## config.mk

```make
export PLATFORM = sky130hd
export DESIGN_NAME = ultrasonic_echo_ranger_flat
export DESIGN_NICKNAME = d
export VERILOG_FILES = /design/src/hdl/uer_pkg.sv /design/src/hdl/uer_if.sv /design/src/hdl/ultrasonic_echo_ranger.sv /design/src/flat_wrapper.sv
export SDC_FILE = /design/constraint.sdc
export NUM_CORES = 1
export LEC_CHECK = 0
export BUFFER_PORTS_ARGS = -buffer_cell sky130_fd_sc_hd__buf_4
export CORE_MARGIN = 2
export CORE_UTILIZATION = 40
export CTS_CLUSTER_SIZE = 10
export DETAILED_ROUTE_END_ITERATION = 12
export MAX_ROUTING_LAYER = met4
export PLACE_DENSITY_LB_ADDON = 0.3
export SYNTH_ARGS = -nofsm -noshare
export SYNTH_HDL_FRONTEND = slang
export SYNTH_SLANG_ARGS = --single-unit
```

## constraint.sdc

```tcl
create_clock -name clk -period 5.7 [get_ports clk]
set_input_delay 0.855 -clock clk [delete_from_list [all_inputs] [get_ports clk]]
set_output_delay 0.855 -clock clk [all_outputs]
set_load 0.02 [all_outputs]
```

## src/hdl/uer_pkg.sv

```systemverilog
// Package for the ultrasonic echo ranger: phase and sequencer enums,
// register indexes, field widths and the pulse timing constants.
// No dependencies; compile first.
package uer_pkg;

    localparam int unsigned TICK_W = 16;
    localparam int unsigned DIST_W = 15;
    localparam int unsigned DIV_W  = 8;
    localparam int unsigned CFG_IDX_W  = 2;
    localparam int unsigned CFG_DATA_W = 16;

    localparam logic [TICK_W-1:0] PRE_LOW_TICKS = 16'd2;
    localparam logic [TICK_W-1:0] HIGH_TICKS    = 16'd10;
    localparam logic [TICK_W-1:0] CNT_MAX       = 16'hFFFF;

    localparam logic [TICK_W-1:0] TIMEOUT_RESET = 16'd20000;
    localparam logic [DIV_W-1:0]  DIVISOR_RESET = 8'd28;

    localparam logic [CFG_IDX_W-1:0] CFG_TIMEOUT    = 2'd0;
    localparam logic [CFG_IDX_W-1:0] CFG_DIVISOR    = 2'd1;
    localparam logic [CFG_IDX_W-1:0] CFG_SHARED_PIN = 2'd2;

    // Number of quotient bits produced by the divider, one per cycle.
    localparam int unsigned DIV_STEPS = TICK_W;
    localparam int unsigned STEP_W    = $clog2(DIV_STEPS);

    typedef enum logic [2:0] {
        PH_IDLE,
        PH_PRE_LOW,
        PH_HIGH,
        PH_WAIT,
        PH_MEASURE
    } phase_t;

    typedef enum logic [1:0] {
        SQ_TAKE,
        SQ_DIV,
        SQ_SEND
    } seq_t;

endpackage

```

## src/hdl/uer_if.sv

```systemverilog
// Handshake channels of the ultrasonic echo ranger: tick input, result
// output and configuration write. Depends on uer_pkg.
interface uer_tick_if;
    logic valid;
    logic ready;
    logic start_req;
    logic echo_level;

    modport source (output valid, output start_req, output echo_level, input ready);
    modport sink   (input valid, input start_req, input echo_level, output ready);
endinterface

interface uer_result_if;
    logic                        valid;
    logic                        ready;
    logic                        trigger_level;
    logic                        trigger_drive;
    logic                        busy_res;
    logic                        done_res;
    logic [uer_pkg::DIST_W-1:0]  distance;

    modport source (output valid, output trigger_level, output trigger_drive,
                    output busy_res, output done_res, output distance, input ready);
    modport sink   (input valid, input trigger_level, input trigger_drive,
                    input busy_res, input done_res, input distance, output ready);
endinterface

interface uer_cfg_if;
    logic                           valid;
    logic                           ready;
    logic [uer_pkg::CFG_IDX_W-1:0]  index;
    logic [uer_pkg::CFG_DATA_W-1:0] data;

    modport source (output valid, output index, output data, input ready);
    modport sink   (input valid, input index, input data, output ready);
endinterface

```

## src/hdl/ultrasonic_echo_ranger.sv

```systemverilog
// Top level of the ultrasonic echo ranger: trigger pulse timing, echo
// timing and a restoring divider for the distance.
// Depends on uer_pkg and the channel interfaces in uer_if.sv.
//
// Usage: every request on the tick channel stands for one microsecond and
// carries the start request and the sampled echo level. Every tick request
// yields exactly one request on the result channel with the trigger level
// and drive, busy, done and the last distance. The configuration channel is
// always ready and writes timeout, divisor and shared-pin mode by index;
// an unknown index is ignored.
// A tick is taken and its result is offered in the next cycle. On the tick
// that finishes a measurement the 16-bit by 8-bit restoring divider, one
// quotient bit per cycle, runs in between, before the result is offered.
// The block takes one tick at a time: tick.ready is high only while no
// tick is being processed. If the receiver stalls, the result is held in
// its register and no further tick is taken until it has gone.
// Reset clears the phase, counters, distance and sequencer and loads the
// configuration defaults (timeout 20000, divisor 28, dedicated pins).
module ultrasonic_echo_ranger (
    input  logic                 clk,
    input  logic                 rst_n,
    uer_tick_if.sink             tick,
    uer_result_if.source         result,
    uer_cfg_if.sink              cfg
);

    uer_pkg::seq_t                   seq_reg, seq_next;
    uer_pkg::phase_t                 phase_reg, phase_next;
    logic [uer_pkg::TICK_W-1:0]      ticks_reg, ticks_next;
    logic [uer_pkg::DIST_W-1:0]      dist_reg, dist_next;

    logic [uer_pkg::TICK_W-1:0]      timeout_reg;
    logic [uer_pkg::DIV_W-1:0]       divisor_reg;
    logic                            shared_reg;

    logic                            trig_reg, trig_next;
    logic                            drive_reg, drive_next;
    logic                            busy_reg, busy_next;
    logic                            done_reg, done_next;

    logic [uer_pkg::TICK_W-1:0]      quo_reg, quo_next;
    logic [uer_pkg::DIV_W-1:0]       rem_reg, rem_next;
    logic [uer_pkg::DIV_W-1:0]       dvs_reg, dvs_next;
    logic [uer_pkg::STEP_W-1:0]      step_reg, step_next;

    // Tick evaluation
    logic                            take;
    uer_pkg::phase_t                 ph_t;
    logic [uer_pkg::TICK_W-1:0]      pt_t;
    logic [uer_pkg::TICK_W-1:0]      wait_cnt;
    logic                            trig_t, pulse_t, busy_t, done_t;

    // Divider step
    logic [uer_pkg::DIV_W:0]         rem_sh;
    logic [uer_pkg::DIV_W-1:0]       rem_diff;
    logic                            rem_ge;

    assign take         = tick.valid && tick.ready;
    assign tick.ready   = (seq_reg == uer_pkg::SQ_TAKE);
    assign cfg.ready    = 1'b1;

    assign result.valid         = (seq_reg == uer_pkg::SQ_SEND);
    assign result.trigger_level = trig_reg;
    assign result.trigger_drive = drive_reg;
    assign result.busy_res      = busy_reg;
    assign result.done_res      = done_reg;
    assign result.distance      = dist_reg;

    // Phase step for one tick.
    always_comb
    begin
        ph_t     = phase_reg;
        pt_t     = ticks_reg;
        trig_t   = 1'b0;
        pulse_t  = 1'b0;
        busy_t   = 1'b1;
        done_t   = 1'b0;
        wait_cnt = ticks_reg;
        unique case (phase_reg)
            uer_pkg::PH_IDLE:
            begin
                busy_t = 1'b0;
                if (tick.start_req)
                begin
                    ph_t    = uer_pkg::PH_PRE_LOW;
                    pt_t    = 16'd1;
                    busy_t  = 1'b1;
                    pulse_t = 1'b1;
                end
            end
            uer_pkg::PH_PRE_LOW:
            begin
                pulse_t = 1'b1;
                if (ticks_reg >= uer_pkg::PRE_LOW_TICKS)
                begin
                    ph_t   = uer_pkg::PH_HIGH;
                    pt_t   = 16'd1;
                    trig_t = 1'b1;
                end
                else
                begin
                    pt_t = ticks_reg + 16'd1;
                end
            end
            uer_pkg::PH_HIGH, uer_pkg::PH_WAIT:
            begin
                if (phase_reg == uer_pkg::PH_HIGH && ticks_reg < uer_pkg::HIGH_TICKS)
                begin
                    pt_t    = ticks_reg + 16'd1;
                    trig_t  = 1'b1;
                    pulse_t = 1'b1;
                end
                else
                begin
                    // The first wait tick follows the pulse at once, with
                    // the elapsed count starting from zero.
                    if (phase_reg == uer_pkg::PH_HIGH)
                    begin
                        wait_cnt = '0;
                    end
                    if (tick.echo_level)
                    begin
                        ph_t = uer_pkg::PH_MEASURE;
                        pt_t = 16'd1;
                    end
                    else if (wait_cnt > timeout_reg || wait_cnt == uer_pkg::CNT_MAX)
                    begin
                        ph_t = uer_pkg::PH_MEASURE;
                        pt_t = '0;
                    end
                    else
                    begin
                        ph_t = uer_pkg::PH_WAIT;
                        pt_t = wait_cnt + 16'd1;
                    end
                end
            end
            uer_pkg::PH_MEASURE:
            begin
                if (tick.echo_level && ticks_reg <= timeout_reg
                    && ticks_reg != uer_pkg::CNT_MAX)
                begin
                    pt_t = ticks_reg + 16'd1;
                end
                else
                begin
                    ph_t   = uer_pkg::PH_IDLE;
                    pt_t   = '0;
                    busy_t = 1'b0;
                    done_t = 1'b1;
                end
            end
            default:
            begin
                ph_t = uer_pkg::PH_IDLE;
                pt_t = '0;
            end
        endcase
    end

    // One restoring division step: bring down the next dividend bit.
    // The remainder stays below the divisor, so the difference fits in 8 bits.
    always_comb
    begin
        rem_sh   = {rem_reg, quo_reg[uer_pkg::TICK_W-1]};
        rem_ge   = (rem_sh >= {1'b0, dvs_reg});
        rem_diff = rem_sh[uer_pkg::DIV_W-1:0] - dvs_reg;
    end

    // Sequencer: next state and register updates.
    always_comb
    begin
        seq_next   = seq_reg;
        phase_next = phase_reg;
        ticks_next = ticks_reg;
        dist_next  = dist_reg;
        trig_next  = trig_reg;
        drive_next = drive_reg;
        busy_next  = busy_reg;
        done_next  = done_reg;
        quo_next   = quo_reg;
        rem_next   = rem_reg;
        dvs_next   = dvs_reg;
        step_next  = step_reg;
        unique case (seq_reg)
            uer_pkg::SQ_TAKE:
            begin
                if (take)
                begin
                    phase_next = ph_t;
                    ticks_next = pt_t;
                    trig_next  = trig_t;
                    drive_next = pulse_t || !shared_reg;
                    busy_next  = busy_t;
                    done_next  = done_t;
                    if (done_t)
                    begin
                        quo_next  = ticks_reg;
                        rem_next  = '0;
                        dvs_next  = (divisor_reg == '0) ? 8'd1 : divisor_reg;
                        step_next = '0;
                        seq_next  = uer_pkg::SQ_DIV;
                    end
                    else
                    begin
                        seq_next = uer_pkg::SQ_SEND;
                    end
                end
            end
            uer_pkg::SQ_DIV:
            begin
                rem_next  = rem_ge ? rem_diff : rem_sh[uer_pkg::DIV_W-1:0];
                quo_next  = {quo_reg[uer_pkg::TICK_W-2:0], rem_ge};
                step_next = step_reg + 1'b1;
                if (step_reg == uer_pkg::STEP_W'(uer_pkg::DIV_STEPS - 1))
                begin
                    // Halving the quotient is a drop of its last bit.
                    dist_next = quo_next[uer_pkg::TICK_W-1:1];
                    seq_next  = uer_pkg::SQ_SEND;
                end
            end
            uer_pkg::SQ_SEND:
            begin
                if (result.ready)
                begin
                    seq_next = uer_pkg::SQ_TAKE;
                end
            end
            default:
            begin
                seq_next = uer_pkg::SQ_TAKE;
            end
        endcase
    end

    always_ff @(posedge clk or negedge rst_n)
    begin
        if (!rst_n)
        begin
            seq_reg   <= uer_pkg::SQ_TAKE;
            phase_reg <= uer_pkg::PH_IDLE;
            ticks_reg <= '0;
            dist_reg  <= '0;
            step_reg  <= '0;
        end
        else
        begin
            seq_reg   <= seq_next;
            phase_reg <= phase_next;
            ticks_reg <= ticks_next;
            dist_reg  <= dist_next;
            step_reg  <= step_next;
        end
    end

    always_ff @(posedge clk or negedge rst_n)
    begin
        if (!rst_n)
        begin
            timeout_reg <= uer_pkg::TIMEOUT_RESET;
            divisor_reg <= uer_pkg::DIVISOR_RESET;
            shared_reg  <= 1'b0;
        end
        else if (cfg.valid && cfg.ready)
        begin
            unique case (cfg.index)
                uer_pkg::CFG_TIMEOUT:    timeout_reg <= cfg.data;
                uer_pkg::CFG_DIVISOR:    divisor_reg <= cfg.data[uer_pkg::DIV_W-1:0];
                uer_pkg::CFG_SHARED_PIN: shared_reg  <= cfg.data[0];
                default:                 ;
            endcase
        end
    end

    // Payload registers without reset.
    always_ff @(posedge clk)
    begin
        trig_reg  <= trig_next;
        drive_reg <= drive_next;
        busy_reg  <= busy_next;
        done_reg  <= done_next;
        quo_reg   <= quo_next;
        rem_reg   <= rem_next;
        dvs_reg   <= dvs_next;
    end

endmodule

```

## src/flat_wrapper.sv

```systemverilog
// flat-port wrapper written by rule: the top's interface ports become plain ports
module ultrasonic_echo_ranger_flat 
  (clk, rst_n, tick_valid, tick_start_req, tick_echo_level, tick_ready, result_valid, result_trigger_level, result_trigger_drive, result_busy_res, result_done_res, result_distance, result_ready, cfg_valid, cfg_index, cfg_data, cfg_ready);
  uer_tick_if tick_i ();
  uer_result_if result_i ();
  uer_cfg_if cfg_i ();
  input  logic clk;
  input  logic rst_n;
  input wire logic [$bits(tick_i.valid)-1:0] tick_valid;
  input wire logic [$bits(tick_i.start_req)-1:0] tick_start_req;
  input wire logic [$bits(tick_i.echo_level)-1:0] tick_echo_level;
  output wire logic [$bits(tick_i.ready)-1:0] tick_ready;
  output wire logic [$bits(result_i.valid)-1:0] result_valid;
  output wire logic [$bits(result_i.trigger_level)-1:0] result_trigger_level;
  output wire logic [$bits(result_i.trigger_drive)-1:0] result_trigger_drive;
  output wire logic [$bits(result_i.busy_res)-1:0] result_busy_res;
  output wire logic [$bits(result_i.done_res)-1:0] result_done_res;
  output wire logic [$bits(result_i.distance)-1:0] result_distance;
  input wire logic [$bits(result_i.ready)-1:0] result_ready;
  input wire logic [$bits(cfg_i.valid)-1:0] cfg_valid;
  input wire logic [$bits(cfg_i.index)-1:0] cfg_index;
  input wire logic [$bits(cfg_i.data)-1:0] cfg_data;
  output wire logic [$bits(cfg_i.ready)-1:0] cfg_ready;
  assign tick_i.valid = tick_valid;
  assign tick_i.start_req = tick_start_req;
  assign tick_i.echo_level = tick_echo_level;
  assign tick_ready = tick_i.ready;
  assign result_valid = result_i.valid;
  assign result_trigger_level = result_i.trigger_level;
  assign result_trigger_drive = result_i.trigger_drive;
  assign result_busy_res = result_i.busy_res;
  assign result_done_res = result_i.done_res;
  assign result_distance = result_i.distance;
  assign result_i.ready = result_ready;
  assign cfg_i.valid = cfg_valid;
  assign cfg_i.index = cfg_index;
  assign cfg_i.data = cfg_data;
  assign cfg_ready = cfg_i.ready;
  ultrasonic_echo_ranger u_core (.clk(clk), .rst_n(rst_n), .tick(tick_i), .result(result_i), .cfg(cfg_i));
endmodule
```

; ---- Yosys cells after proc, flatten, opt, wreduce, memory -nomap -nowiden
; Index checks and enable logic that the tools add are counted.
[classes]
add_sub_neg = 4
n_mul = 0
div = 0
order_cmp = 5
n_eq_ne = 19
shifts = 0
mux = 41
bitwise = 0
reduce_logical = 23
[ops]
columns = op, count
row1 = 16-bit two-way mux, 11
row2 = 16-bit case mux with 4 select lines, 1
row3 = 16-bit by 1-bit adder with 16-bit output (second input constant), 2
row4 = 16-bit case mux with 2 select lines, 1
row5 = 8-bit two-way mux, 3
row6 = 3-bit two-way mux, 6
row7 = 16-bit == test (second input constant), 1
row8 = 16-bit by 2-bit greater-or-equal comparator with 1-bit output (second input constant), 1
row9 = 16-bit greater-than comparator, 1
row10 = 16-bit <= comparator, 1
row11 = 16-bit by 4-bit less-than comparator with 1-bit output (second input constant), 1
row12 = 16-bit inequality test (second input constant), 1
row13 = 8-bit case mux with 2 select lines, 1
row14 = 3-bit case mux with 4 select lines, 1
row15 = 3-bit AND reduction, 4
row16 = 2-bit inequality test (second input constant), 5
row17 = 2-bit AND reduction, 5
row18 = 9-bit by 8-bit greater-or-equal comparator with 1-bit output, 1
row19 = 8-bit zero test, 1
row20 = 2-bit two-way mux, 4
row21 = 4-bit two-way mux, 2
row22 = 4-bit case mux with 2 select lines, 1
row23 = 8-bit subtractor, 1
row24 = 3-bit by 2-bit == test with 1-bit output (second input constant), 2
row25 = other kinds (19), 34
[totals]
register_bits = 101
latchBits = 0
ramBits = 0
mem_bits_ro = 0
in_bits = 25
output_inout_bits = 22
elab_cells = 107
memories = 0

; ---- Longest topological paths before layout
; Gate-level depths: netlist of the first run.
[depth]
ltp_word = 10
depth_mapped = 15
depth_no_buf = 12

; ---- Worst setup path before layout of the first run
; OpenSTA, ideal clock, no wires.
[synth_timing]
path_kind = register to register
startpoint = register u_core.timeout_reg[14] in the netlist's numbering
endpoint = register u_core.quo_reg[0] in the netlist's numbering (enable)
setup_time_ps = 414
arrival_time_ps = 3308
t_required_ps = 5286
setup_slack_ps = 1978
stages_incl_launch_ff = 10
n_path_buf = 0
synth_period_minus_slack_ps = 3722
cell_sequence = dfstp_2 -> inv_1 -> ha_1 -> nand4_1 -> nor4_1 -> a21boi_1 -> o31ai_1 -> and2_1 -> nand3b_1 -> o21ai_1
[synth_via]
elab_chain_cells = 7
[synth_lines]
columns = item, line_no
row1 = "start, declared", ultrasonic_echo_ranger.sv:32  ; logic [uer_pkg::TICK_W-1:0] timeout_reg;
row2 = "start signal, assigned", ultrasonic_echo_ranger.sv:260  ; timeout_reg <= uer_pkg::TIMEOUT_RESET;
row3 = "start signal, assigned", ultrasonic_echo_ranger.sv:267  ; uer_pkg::CFG_TIMEOUT: timeout_reg <= cfg.data;
row4 = 16-bit <= comparator, ultrasonic_echo_ranger.sv:140  ; if (tick.echo_level && ticks_reg <= timeout_reg
row5 = 1-bit logical AND, ultrasonic_echo_ranger.sv:140
row6 = 1-bit logical AND, ultrasonic_echo_ranger.sv:141  ; && ticks_reg != uer_pkg::CNT_MAX)
row7 = 1-bit two-way mux, ultrasonic_echo_ranger.sv:140
row8 = 1-bit two-way mux, ultrasonic_echo_ranger.sv:79  ; unique case (phase_reg)
row9 = 2-bit inequality test (no source line), -
row10 = 3-bit AND reduction (no source line), -
row11 = "end signal, assigned", ultrasonic_echo_ranger.sv:282  ; quo_reg <= quo_next;
row12 = "end, declared", ultrasonic_echo_ranger.sv:41  ; logic [uer_pkg::TICK_W-1:0] quo_reg, quo_next;
; No other way between the ends.
; A chain may end at the register's enable or synchronous reset.

; ---- Worst setup path after layout of the first run
[layout_timing]
startpoint = register u_core.phase_reg[1]
endpoint = register u_core.ticks_reg[5] in the netlist's numbering
[layout_via]
elab_chain_cells = 10
word_cells_on_any_way = 20
cone_classes = add/sub: 1 / order compare: 1 / eq/ne: 6 / mux: 7 / reduce/logical: 5
[layout_lines]
columns = item, line_no
row1 = "start, declared", ultrasonic_echo_ranger.sv:28  ; uer_pkg::phase_t phase_reg, phase_next;
row2 = "start signal, assigned", ultrasonic_echo_ranger.sv:241  ; phase_reg <= uer_pkg::PH_IDLE;
row3 = "start signal, assigned", ultrasonic_echo_ranger.sv:249  ; phase_reg <= phase_next;
row4 = 3-bit by 2-bit == test with 1-bit output, "ultrasonic_echo_ranger.sv:79, ultrasonic_echo_ranger.sv:107, ultrasonic_echo_ranger.sv:117"
row5 = 16-bit two-way mux, ultrasonic_echo_ranger.sv:117  ; if (phase_reg == uer_pkg::PH_HIGH)
row6 = 16-bit two-way mux, ultrasonic_echo_ranger.sv:107  ; if (phase_reg == uer_pkg::PH_HIGH && ticks_reg < uer_pkg::HIGH_TICKS)
row7 = 16-bit two-way mux, ultrasonic_echo_ranger.sv:79
row8 = 16-bit greater-than comparator / 16-bit == test (equally long branches), ultrasonic_echo_ranger.sv:126  ; else if (wait_cnt > timeout_reg || wait_cnt == uer_pkg::CNT_MAX)
row9 = 1-bit logical OR, ultrasonic_echo_ranger.sv:126
row10 = 16-bit two-way mux, ultrasonic_echo_ranger.sv:126
row11 = 16-bit two-way mux, ultrasonic_echo_ranger.sv:121  ; if (tick.echo_level)
row12 = 16-bit two-way mux, ultrasonic_echo_ranger.sv:107
row13 = 16-bit case mux with 4 select lines, ultrasonic_echo_ranger.sv:79
row14 = "end signal, assigned", ultrasonic_echo_ranger.sv:250  ; ticks_reg <= ticks_next;
row15 = "end, declared", ultrasonic_echo_ranger.sv:29  ; logic [uer_pkg::TICK_W-1:0] ticks_reg, ticks_next;
; Parallel ways exist; a longest one is shown, timed or not. The select of a mux whose other input is x is not followed.

==> flow_summary.toml, run 1 <==
[grt]
grt-ovfl-total = 0
grt.total_usage = 0.189
grt_pass1_vias = 4828
grt_antenna_before_repair = 0
grt_max_degree = 66
grt_pass1_wl_microns = 24000

[synth]
synthFlopType = "dfrtp_1"
ys_warn_count = 0
avgSynthCellArea_sq_um = 9.74
syn_inst = 628
ys_async_sr_fraction = 0.644
yosysSeqAreaShare = 0.444
synth.net_count = 698
synth-seq-cells = 101
yosysUniqueCellTypes = 71
synth_area_sq_um = 6120
synth_edf_count = 36

[floorplanning]
core_sq_um = 15100
die_h_microns = 128
dieArea_sq_um = 16300
pin_count = 47
die_width_microns = 128
row_count = 45
start_util = 0.405

[power_and_ir_drop]
pwr-share-seq = 0.449
p_comb_frac = 0.253
switching_share = 0.338
p_per_area_nw_per_um2 = 309
p_leak_nw = 3.12
p_int_mw = 1.40
power.share.clock = 0.298
p_sw_mw = 0.717
peakVddDrop_mv = 0.167

[timing]
finalMaxSlewViolations = 0
min_period_ns = 3.98
post-route-period-util = 0.698
rsz0062_at_grt = "no"
finalSetupViolations = 0
worst_hold_slack_ns = 0.472
clock.fmax_mhz = 251
worst_slew_pin_slew_ns = 0.975
tns_ns = 0
final_hold_viol_count = 0
max_slew_margin = 0.350
finClkSkew_ns = 0.0117

[clocking]
clk_pin_slew_worst_paths_ns = 0.07
worst_skew_pair.late_latency_ns = 0.35
clockBufferDepth = 2
cts_tree = "built"
cts.sinks = 101
postCtsResizedCells = 0
clockRootBuffer = "clkbuf_16"
cts-buffers-inserted = 9
cts_hold_buf = 0
cts_setup_buffers = 0
cts_max_level = 3

[layout]
area_growth_pct = 12.4
multi_input_area_sq_um = 3110
fin_nets = 723
insertedDiodeCount = 0
seq_area_sq_um = 2720
drive_gt1_frac = 0.179
design_area_sq_um = 6880
fillers = 1452
post-route-util = 0.456

[route]
drtIter0Drc = 319
wl_per_cell_microns = 16.8
drc = 0
first_pass_iters = 5
drt-total-wl_microns = 14200
vias = 4703
viasPerCell = 5.56
drtAntennaViolNets = 0

[worst_setup_path]
startpoint_type = "flip-flop"
worst_ep_arrival_time_ns = 4.22
cp.required_ns = 5.94
r2r_start = "u_core.phase_reg[1]"
critPathLaunch = "u_core.phase_reg[1]"
rr_worst_depth = 10
rrSetupSlack_ns = 1.72
worstPathMaxFanout = 18
reg2reg_to = "u_core.ticks_reg[5]"
worstSetupEndpoint = "u_core.ticks_reg[5]"
crit_path_end_kind = "flip-flop"
criticalPathCategory = "reg2reg"

[job]
cap_violations = 0

[place]
hpwl_microns = 10600
port_buffers = 45
placed_area_sq_um = 6570
place.gp.congestion = 0.937

[hold_path]
min_path_type = "reg2reg"

[status]
outcome = "finished clean"
-- worst max-delay path, cell delays in order, from the launching register on --
cell and delay [ns]:
dfrtp_1 0.61, or3b_1 0.65, and2_1 0.27, ha_1 0.30, nand4_1 0.21, a2111o_1 0.47, nor4bb_1 0.14, o31a_1 0.32
nor2_2 0.48, o21ai_0 0.18, a21o_1 0.22
-- metrics by stage --
stage,setup slack [ns],total power [mW],std cells
finish,1.72,2.12,846
global route,1.43,2.25,846
CTS,1.75,2.14,846
detailed placement,1.77,1.50,830
global placement,1.90,1.48,830
floorplan,1.98,1.33,628
-- worst min path at each step --
stage                          to                   from  cells after the start
2_1_floorplan  u_core.step_reg[0]     u_core.step_reg[0]                      1
3_3_place_gp    u_core.dvs_reg[1]  u_core.divisor_reg[1]                      0
3_5_place_dp    u_core.dvs_reg[1]  u_core.divisor_reg[1]                      0
4_1_cts         u_core.dvs_reg[1]  u_core.divisor_reg[1]                      0
5_1_grt         u_core.dvs_reg[1]  u_core.divisor_reg[1]                      0
6_report        u_core.dvs_reg[1]  u_core.divisor_reg[1]                      0
-- cell usage in the layout, fill, tap and decap left out, types with 5 or more instances in the layout --
cell type  count
nand3_1       24
nand2_1       91
nor2b_1       14
buf_4         49
a22oi_1        5
mux2_2        25
o21ai_1       14
inv_1         35
edfxtp_1      36
nand3b_1       5
dfrtp_1       57
nand2b_1       7
o211ai_1       5
and3_1         6
and2_1        17
nor4_1         5
nand4_1       11
dfstp_2        8
o31ai_1        7
ha_1          44
o21ai_0       31
nor2_1        35
nor3_1         5
a21o_1         8
a21oi_1       19
clkbuf_16      9
nor3b_2        5
-- cell families after synthesis --
| family | Yosys count | synth area share |
|---|---|---|
| muxes | 28 | 0.0513 |
| other | 1 | 0.000613 |
| and+or+nand+nor | 249 | 0.216 |
| xor gates and xnor gates | 8 | 0.0115 |
| AOI/OAI and AO/OA | 125 | 0.135 |
| DFF | 101 | 0.444 |
| adders and majority gates | 45 | 0.0933 |
| buffers and inverters | 71 | 0.0483 |
-- synthesized netlist by cell type, types with 3 or more instances --
cell type	count	area, sq um
nand2_1	91	342
dfrtp_1	57	1430
ha_1	44	551
edfxtp_1	36	1080
inv_1	35	131
nor2_1	35	131
o21ai_0	31	155
clkbuf_1	25	93.8
mux2_2	25	282
nand3_1	24	120
a21oi_1	19	95.1
and2_1	17	106
o21ai_1	15	75.1
nor2b_1	14	87.6
nand4_1	11	68.8
a21o_1	8	60.1
dfstp_2	8	210
nand2b_1	7	43.8
o31ai_1	7	52.6
and3_1	6	37.5
a22oi_1	5	37.5
buf_2	5	25.0
nand3b_1	5	37.5
nor3_1	5	25.0
nor4_1	5	31.3
o211ai_1	5	37.5
a211o_1	4	35.0
a32oi_1	4	35.0
and4_1	4	35.0
nor3b_2	4	50.1
o41ai_1	4	35.0
xnor2_1	4	35.0
xor2_1	4	35.0
a21boi_1	3	22.5
nor3b_1	3	22.5
o31a_1	3	26.3
-- per-layer routing --
layer / up-vias / routed length, microns / track usage
met4: 0 / 284 / 0.0621
met3: 25 / 535 / 0.0363
met1: 2272 / 6520 / 0.243
met5: - / 0 / -
met2: 115 / 6910 / 0.303
li1: 2291 / - / -
-- power by group through the flow --
stage                     clock network [mW]  registers, mW  logic (mW)
after global routing                   0.679          0.966       0.604
final                                  0.632          0.953       0.537
after detailed placement                   0          0.966       0.535
after floorplan                            0          0.925       0.408
after global placement                     0          0.959       0.518
after CTS                              0.646          0.951       0.538
-- final cells by class --
class / instances / area share
Multi-Input combinational cell: 456 / 0.453
Sequential cell: 101 / 0.395
Clock inverter: 7 / 0.0116
Inverter: 36 / 0.0197
Clock buffer: 9 / 0.0328
Tap cell: 188 / 0.0342
Timing Repair Buffer: 49 / 0.0535
(Power assumes the default switching activity.)
==> run 2: changes to the inputs <==
==> constraint.sdc (replaced) <==
create_clock -name clk -period 4.2 [get_ports clk]
set_input_delay 0.63 -clock clk [delete_from_list [all_inputs] [get_ports clk]]
set_output_delay 0.63 -clock clk [all_outputs]
set_load 0.02 [all_outputs]
==> run 2 against run 1 <==
Against the previous run: die area is the same; maximum frequency grew 5.8%; clock power grew 34%; count of clock-buffer cells in the layout is the same; critical endpoint unchanged; largest power group unchanged.
==> flow_summary.toml, run 2 (synthesis gave the netlist of run 1 again) <==
[status]
outcome = "finished clean"

[clocking]
worst_skew_pair.late_latency_ns = 0.36
cts-buffers-inserted = 9
cts_hold_buf = 0
cts.sinks = 101
postCtsResizedCells = 0
clk_pin_slew_worst_paths_ns = 0.07
cts_setup_buffers = 0
clockRootBuffer = "clkbuf_16"
cts_max_level = 3
clockBufferDepth = 2
cts_tree = "built"

[power_and_ir_drop]
p_per_area_nw_per_um2 = 419
p_leak_nw = 3.14
peakVddDrop_mv = 0.202

[timing]
clock.fmax_mhz = 266
tns_ns = 0
max_slew_margin = 0.324
finalSetupViolations = 0
min_period_ns = 3.76
finalMaxSlewViolations = 0
worst_slew_pin_slew_ns = 1.01
final_hold_viol_count = 0
worst_hold_slack_ns = 0.370
rsz0062_at_grt = "no"
post-route-period-util = 0.895
finClkSkew_ns = 0.00733

[layout]
fin_nets = 729
mostFrequentLayoutCell = "nand2_1"
insertedDiodeCount = 0
fin_cells = 852
fillers = 1455
area_growth_pct = 13.0
final_cell_mix = "nand2_1, dfrtp_1, buf_4"
post-route-util = 0.458
drive_gt1_frac = 0.185

[place]
place.gp.congestion = 0.930
hpwl_microns = 10900
port_buffers = 45
dp.cells = 836

[worst_setup_path]
crit_path_end_kind = "flip-flop"
r2r_start = "u_core.phase_reg[0]"
rr_worst_depth = 10
criticalPathCategory = "reg2reg"
reg2reg_to = "u_core.ticks_reg[5]"
rrSetupSlack_ns = 0.44
cp.required_ns = 4.45
worst_ep_arrival_time_ns = 4.01
worstPathMaxFanout = 18
startpoint_type = "flip-flop"

[grt]
grt.total_usage = 0.198
grt_pass1_vias = 4860
grt-ovfl-total = 0
grt_max_degree = 66
grt_antenna_before_repair = 0
grt_pass1_wl_microns = 24600

[route]
drtIter0Drc = 284
drt-total-wl_microns = 14800
wl_per_cell_microns = 17.4
first_pass_iters = 7
viasPerCell = 5.57
drc = 0
drtAntennaViolNets = 0
vias = 4745

[floorplanning]
die_width_microns = 128
dieArea_sq_um = 16300
pin_count = 47
start_util = 0.405
row_count = 45
core_sq_um = 15100
die_h_microns = 128

[hold_path]
min_path_type = "in2async"

[job]
cap_violations = 0
-- run 2: final cells by class --
| class | instances | area [sq um] | area share |
|---|---|---|---|
| Sequential cell | 101 | 2720 | 0.393 |
| Inverter | 36 | 135 | 0.0195 |
| Timing Repair Buffer | 55 | 413 | 0.0597 |
| Clock buffer | 9 | 225 | 0.0326 |
| Multi-Input combinational cell | 456 | 3110 | 0.450 |
| Tap cell | 188 | 235 | 0.0340 |
| Clock inverter | 7 | 75.1 | 0.0109 |
-- run 2: metal layers --
| metal | routed length (microns) | vias to the layer above | track usage |
|---|---|---|---|
| met2 | 7200 | 103 | 0.327 |
| li1 | - | 2298 | - |
| met4 | 342 | 0 | 0.0743 |
| met5 | 0 | - | - |
| met1 | 6590 | 2316 | 0.247 |
| met3 | 655 | 28 | 0.0305 |
-- run 2: through the flow --
step           setup WS (ns)  instance area (sq um)  total power [mW]
2_1_floorplan          0.478                   6120              1.81
3_3_place_gp           0.629                   6620              2.03
3_5_place_dp           0.446                   6620              2.07
4_1_cts                0.425                   6920              2.92
5_1_grt                0.182                   6920              3.07
6_report               0.442                   6920              2.90
-- run 2: worst max-delay path, stage by stage, from the launching register on --
cell	delay, ns
dfrtp_1	0.37
or3b_1	0.65
and2_1	0.29
ha_1	0.31
nand4_1	0.22
a2111o_1	0.48
nor4bb_1	0.14
o31a_1	0.30
nor2_2	0.48
o21ai_0	0.19
a21o_1	0.23
-- run 2: power by group --
part           internal (mW)  switching [mW]
clock network          0.465           0.380
registers               1.15          0.0950
logic                  0.301           0.503
total                   1.92           0.977
-- run 2: how the worst max path moves through the flow --
stage,startpoint,endpoint,depth (start not counted)
after floorplan,u_core.timeout_reg[14],u_core.quo_reg[0],9
after global placement,u_core.phase_reg[0],u_core.ticks_reg[5],10
after detailed placement,u_core.phase_reg[0],u_core.ticks_reg[3],10
after CTS,u_core.phase_reg[0],u_core.ticks_reg[5],10
after global routing,u_core.phase_reg[0],u_core.ticks_reg[5],10
final,u_core.phase_reg[0],u_core.ticks_reg[5],10
==> run 3: changes to the inputs <==
==> constraint.sdc (replaced) <==
create_clock -name clk -period 4.1 [get_ports clk]
set_input_delay 0.615 -clock clk [delete_from_list [all_inputs] [get_ports clk]]
set_output_delay 0.615 -clock clk [all_outputs]
set_load 0.02 [all_outputs]
==> run 3 against run 2 <==
Against the previous run: power up 5.4%; maximum frequency up 2.3%; sequential cell count unchanged.
==> flow_summary.toml, run 3 (synthesis gave the netlist of run 1 again) <==
[status]
outcome = "finished clean"

[timing]
max_slew_margin = 0.338
rsz0062_at_grt = "no"
post-route-period-util = 0.896
finalMaxSlewViolations = 0
clock.fmax_mhz = 272
final_hold_viol_count = 0
tns_ns = 0
fin_ws_ns = 0.426
finClkSkew_ns = 0.00927
finalSetupViolations = 0
worst_slew_pin_slew_ns = 0.993
worst_hold_slack_ns = 0.372
min_period_ns = 3.67

[worst_setup_path]
worstPathMaxFanout = 16
max_stage_delay_ns = 0.60
startpoint_type = "flip-flop"
critPathSlowestCell = "or3b_1"
cp_top_family = "simple AND/OR/NAND/NOR gates"
worst_ep_arrival_time_ns = 3.92
crit_path_end_kind = "flip-flop"
cp_cell_sequence = "or3b_1 -> and2_1 -> ha_1 -> nand4_1 -> a2111o_1 -> nor4bb_1 -> o31a_1 -> nor2_2 -> buf_4 -> nor3b_2 -> a21o_1"
crit_buf_inv = 1
cp.required_ns = 4.35
criticalPathCategory = "reg2reg"

[grt]
grt.busiest_layer = "met2"
groute.layer.met1.usage = 0.253
grt-ovfl-total = 0
grt_max_degree = 66
grtUsageMet3 = 0.0321
grt_use_met2 = 0.304
grt_pass1_vias = 4739
grt_pass1_wl_microns = 24200
grt_antenna_before_repair = 0
grt.total_usage = 0.194

[clocking]
clockRootBuffer = "clkbuf_16"
clk_pin_slew_worst_paths_ns = 0.07
cts_tree = "built"
cts_max_level = 3
cts.sinks = 101
worst_skew_pair.late_latency_ns = 0.36
cts_hold_buf = 0
cts_setup_buffers = 0
clockBufferDepth = 2
cts-buffers-inserted = 9
postCtsResizedCells = 0

[floorplanning]
row_count = 45
die_width_microns = 128
pin_count = 47
start_util = 0.405
die_h_microns = 128
core_sq_um = 15100
dieArea_sq_um = 16300

[route]
drt-total-wl_microns = 14600
first_pass_iters = 5
drtAntennaViolNets = 0
drtIter0Drc = 281
wl_per_cell_microns = 17.1
drc = 0
viasPerCell = 5.50
vias = 4704

[power_and_ir_drop]
p_per_area_nw_per_um2 = 438
peakVddDrop_mv = 0.238
p_leak_nw = 3.18

[place]
hpwl_microns = 10900
dpl_worst_slack_ns = 0.446
port_buffers = 45
place.gp.congestion = 0.951

[layout]
fin_nets = 733
final_cell_mix = "nand2_1, buf_4, dfrtp_1"
mostFrequentLayoutCell = "nand2_1"
insertedDiodeCount = 0
drive_gt1_frac = 0.190
area_growth_pct = 13.9

[job]
cap_violations = 0

[hold_path]
min_path_type = "in2async"
## run 3: where the power goes
group / total [mW] / internal (mW) / switching (mW)
Clock: 0.937 / 0.552 / 0.385
Combinational: 0.847 / 0.324 / 0.523
Sequential: 1.27 / 1.18 / 0.0873
Total: 3.05 / 2.06 / 0.995
## run 3: metrics by stage
stage | instances | area, sq um | total power, mW | util
2_1_floorplan | 628 | 6120 | 1.85 | -
3_3_place_gp | 840 | 6650 | 2.10 | 0.440
3_5_place_dp | 840 | 6650 | 2.13 | 0.440
4_1_cts | 856 | 6970 | 3.08 | 0.462
5_1_grt | 856 | 6970 | 3.24 | 0.462
6_report | 856 | 6970 | 3.05 | 0.462
## run 3: area by class of cell
class	instances	area, sq um
clock buffer	10	239
clock inverter	6	85.1
fill	1441	8120
inverter	36	135
multi-input combinational	456	3110
sequential	101	2720
tap	188	235
timing repair buffer	59	443
## run 3: path summary, 6_finish.rpt
path,slack (ns),end,from,cells past startpoint
worst max-delay path,0.43,u_core.ticks_reg[13],u_core.phase_reg[0],11
worst min-delay path,0.37,u_core.seq_reg[0],rst_n,1
worst max register to register,0.43,u_core.ticks_reg[13],u_core.phase_reg[0],11
worst min register to register,0.48,u_core.dvs_reg[1],u_core.divisor_reg[1],0
max in group asynchronous,3.15,u_core.divisor_reg[6],rst_n,1
min in group clk,0.46,u_core.timeout_reg[14],cfg_data[14],3
## run 3: routing by layer
layer | vias to the layer above | part of all wire | wire length [microns]
li1 | 2308 | - | -
met1 | 2270 | 0.46 | 6760
met2 | 105 | 0.48 | 7000
met3 | 21 | 0.037 | 542
met4 | 0 | 0.021 | 301
met5 | - | 0 | 0
## run 3: worst register-to-register path, stage by stage (launching register included)
cell	delay, ns
dfrtp_1	0.38
or3b_1	0.60
and2_1	0.27
ha_1	0.31
nand4_1	0.21
a2111o_1	0.48
nor4bb_1	0.15
o31a_1	0.31
nor2_2	0.45
buf_4	0.21
nor3b_2	0.04
a21o_1	0.16
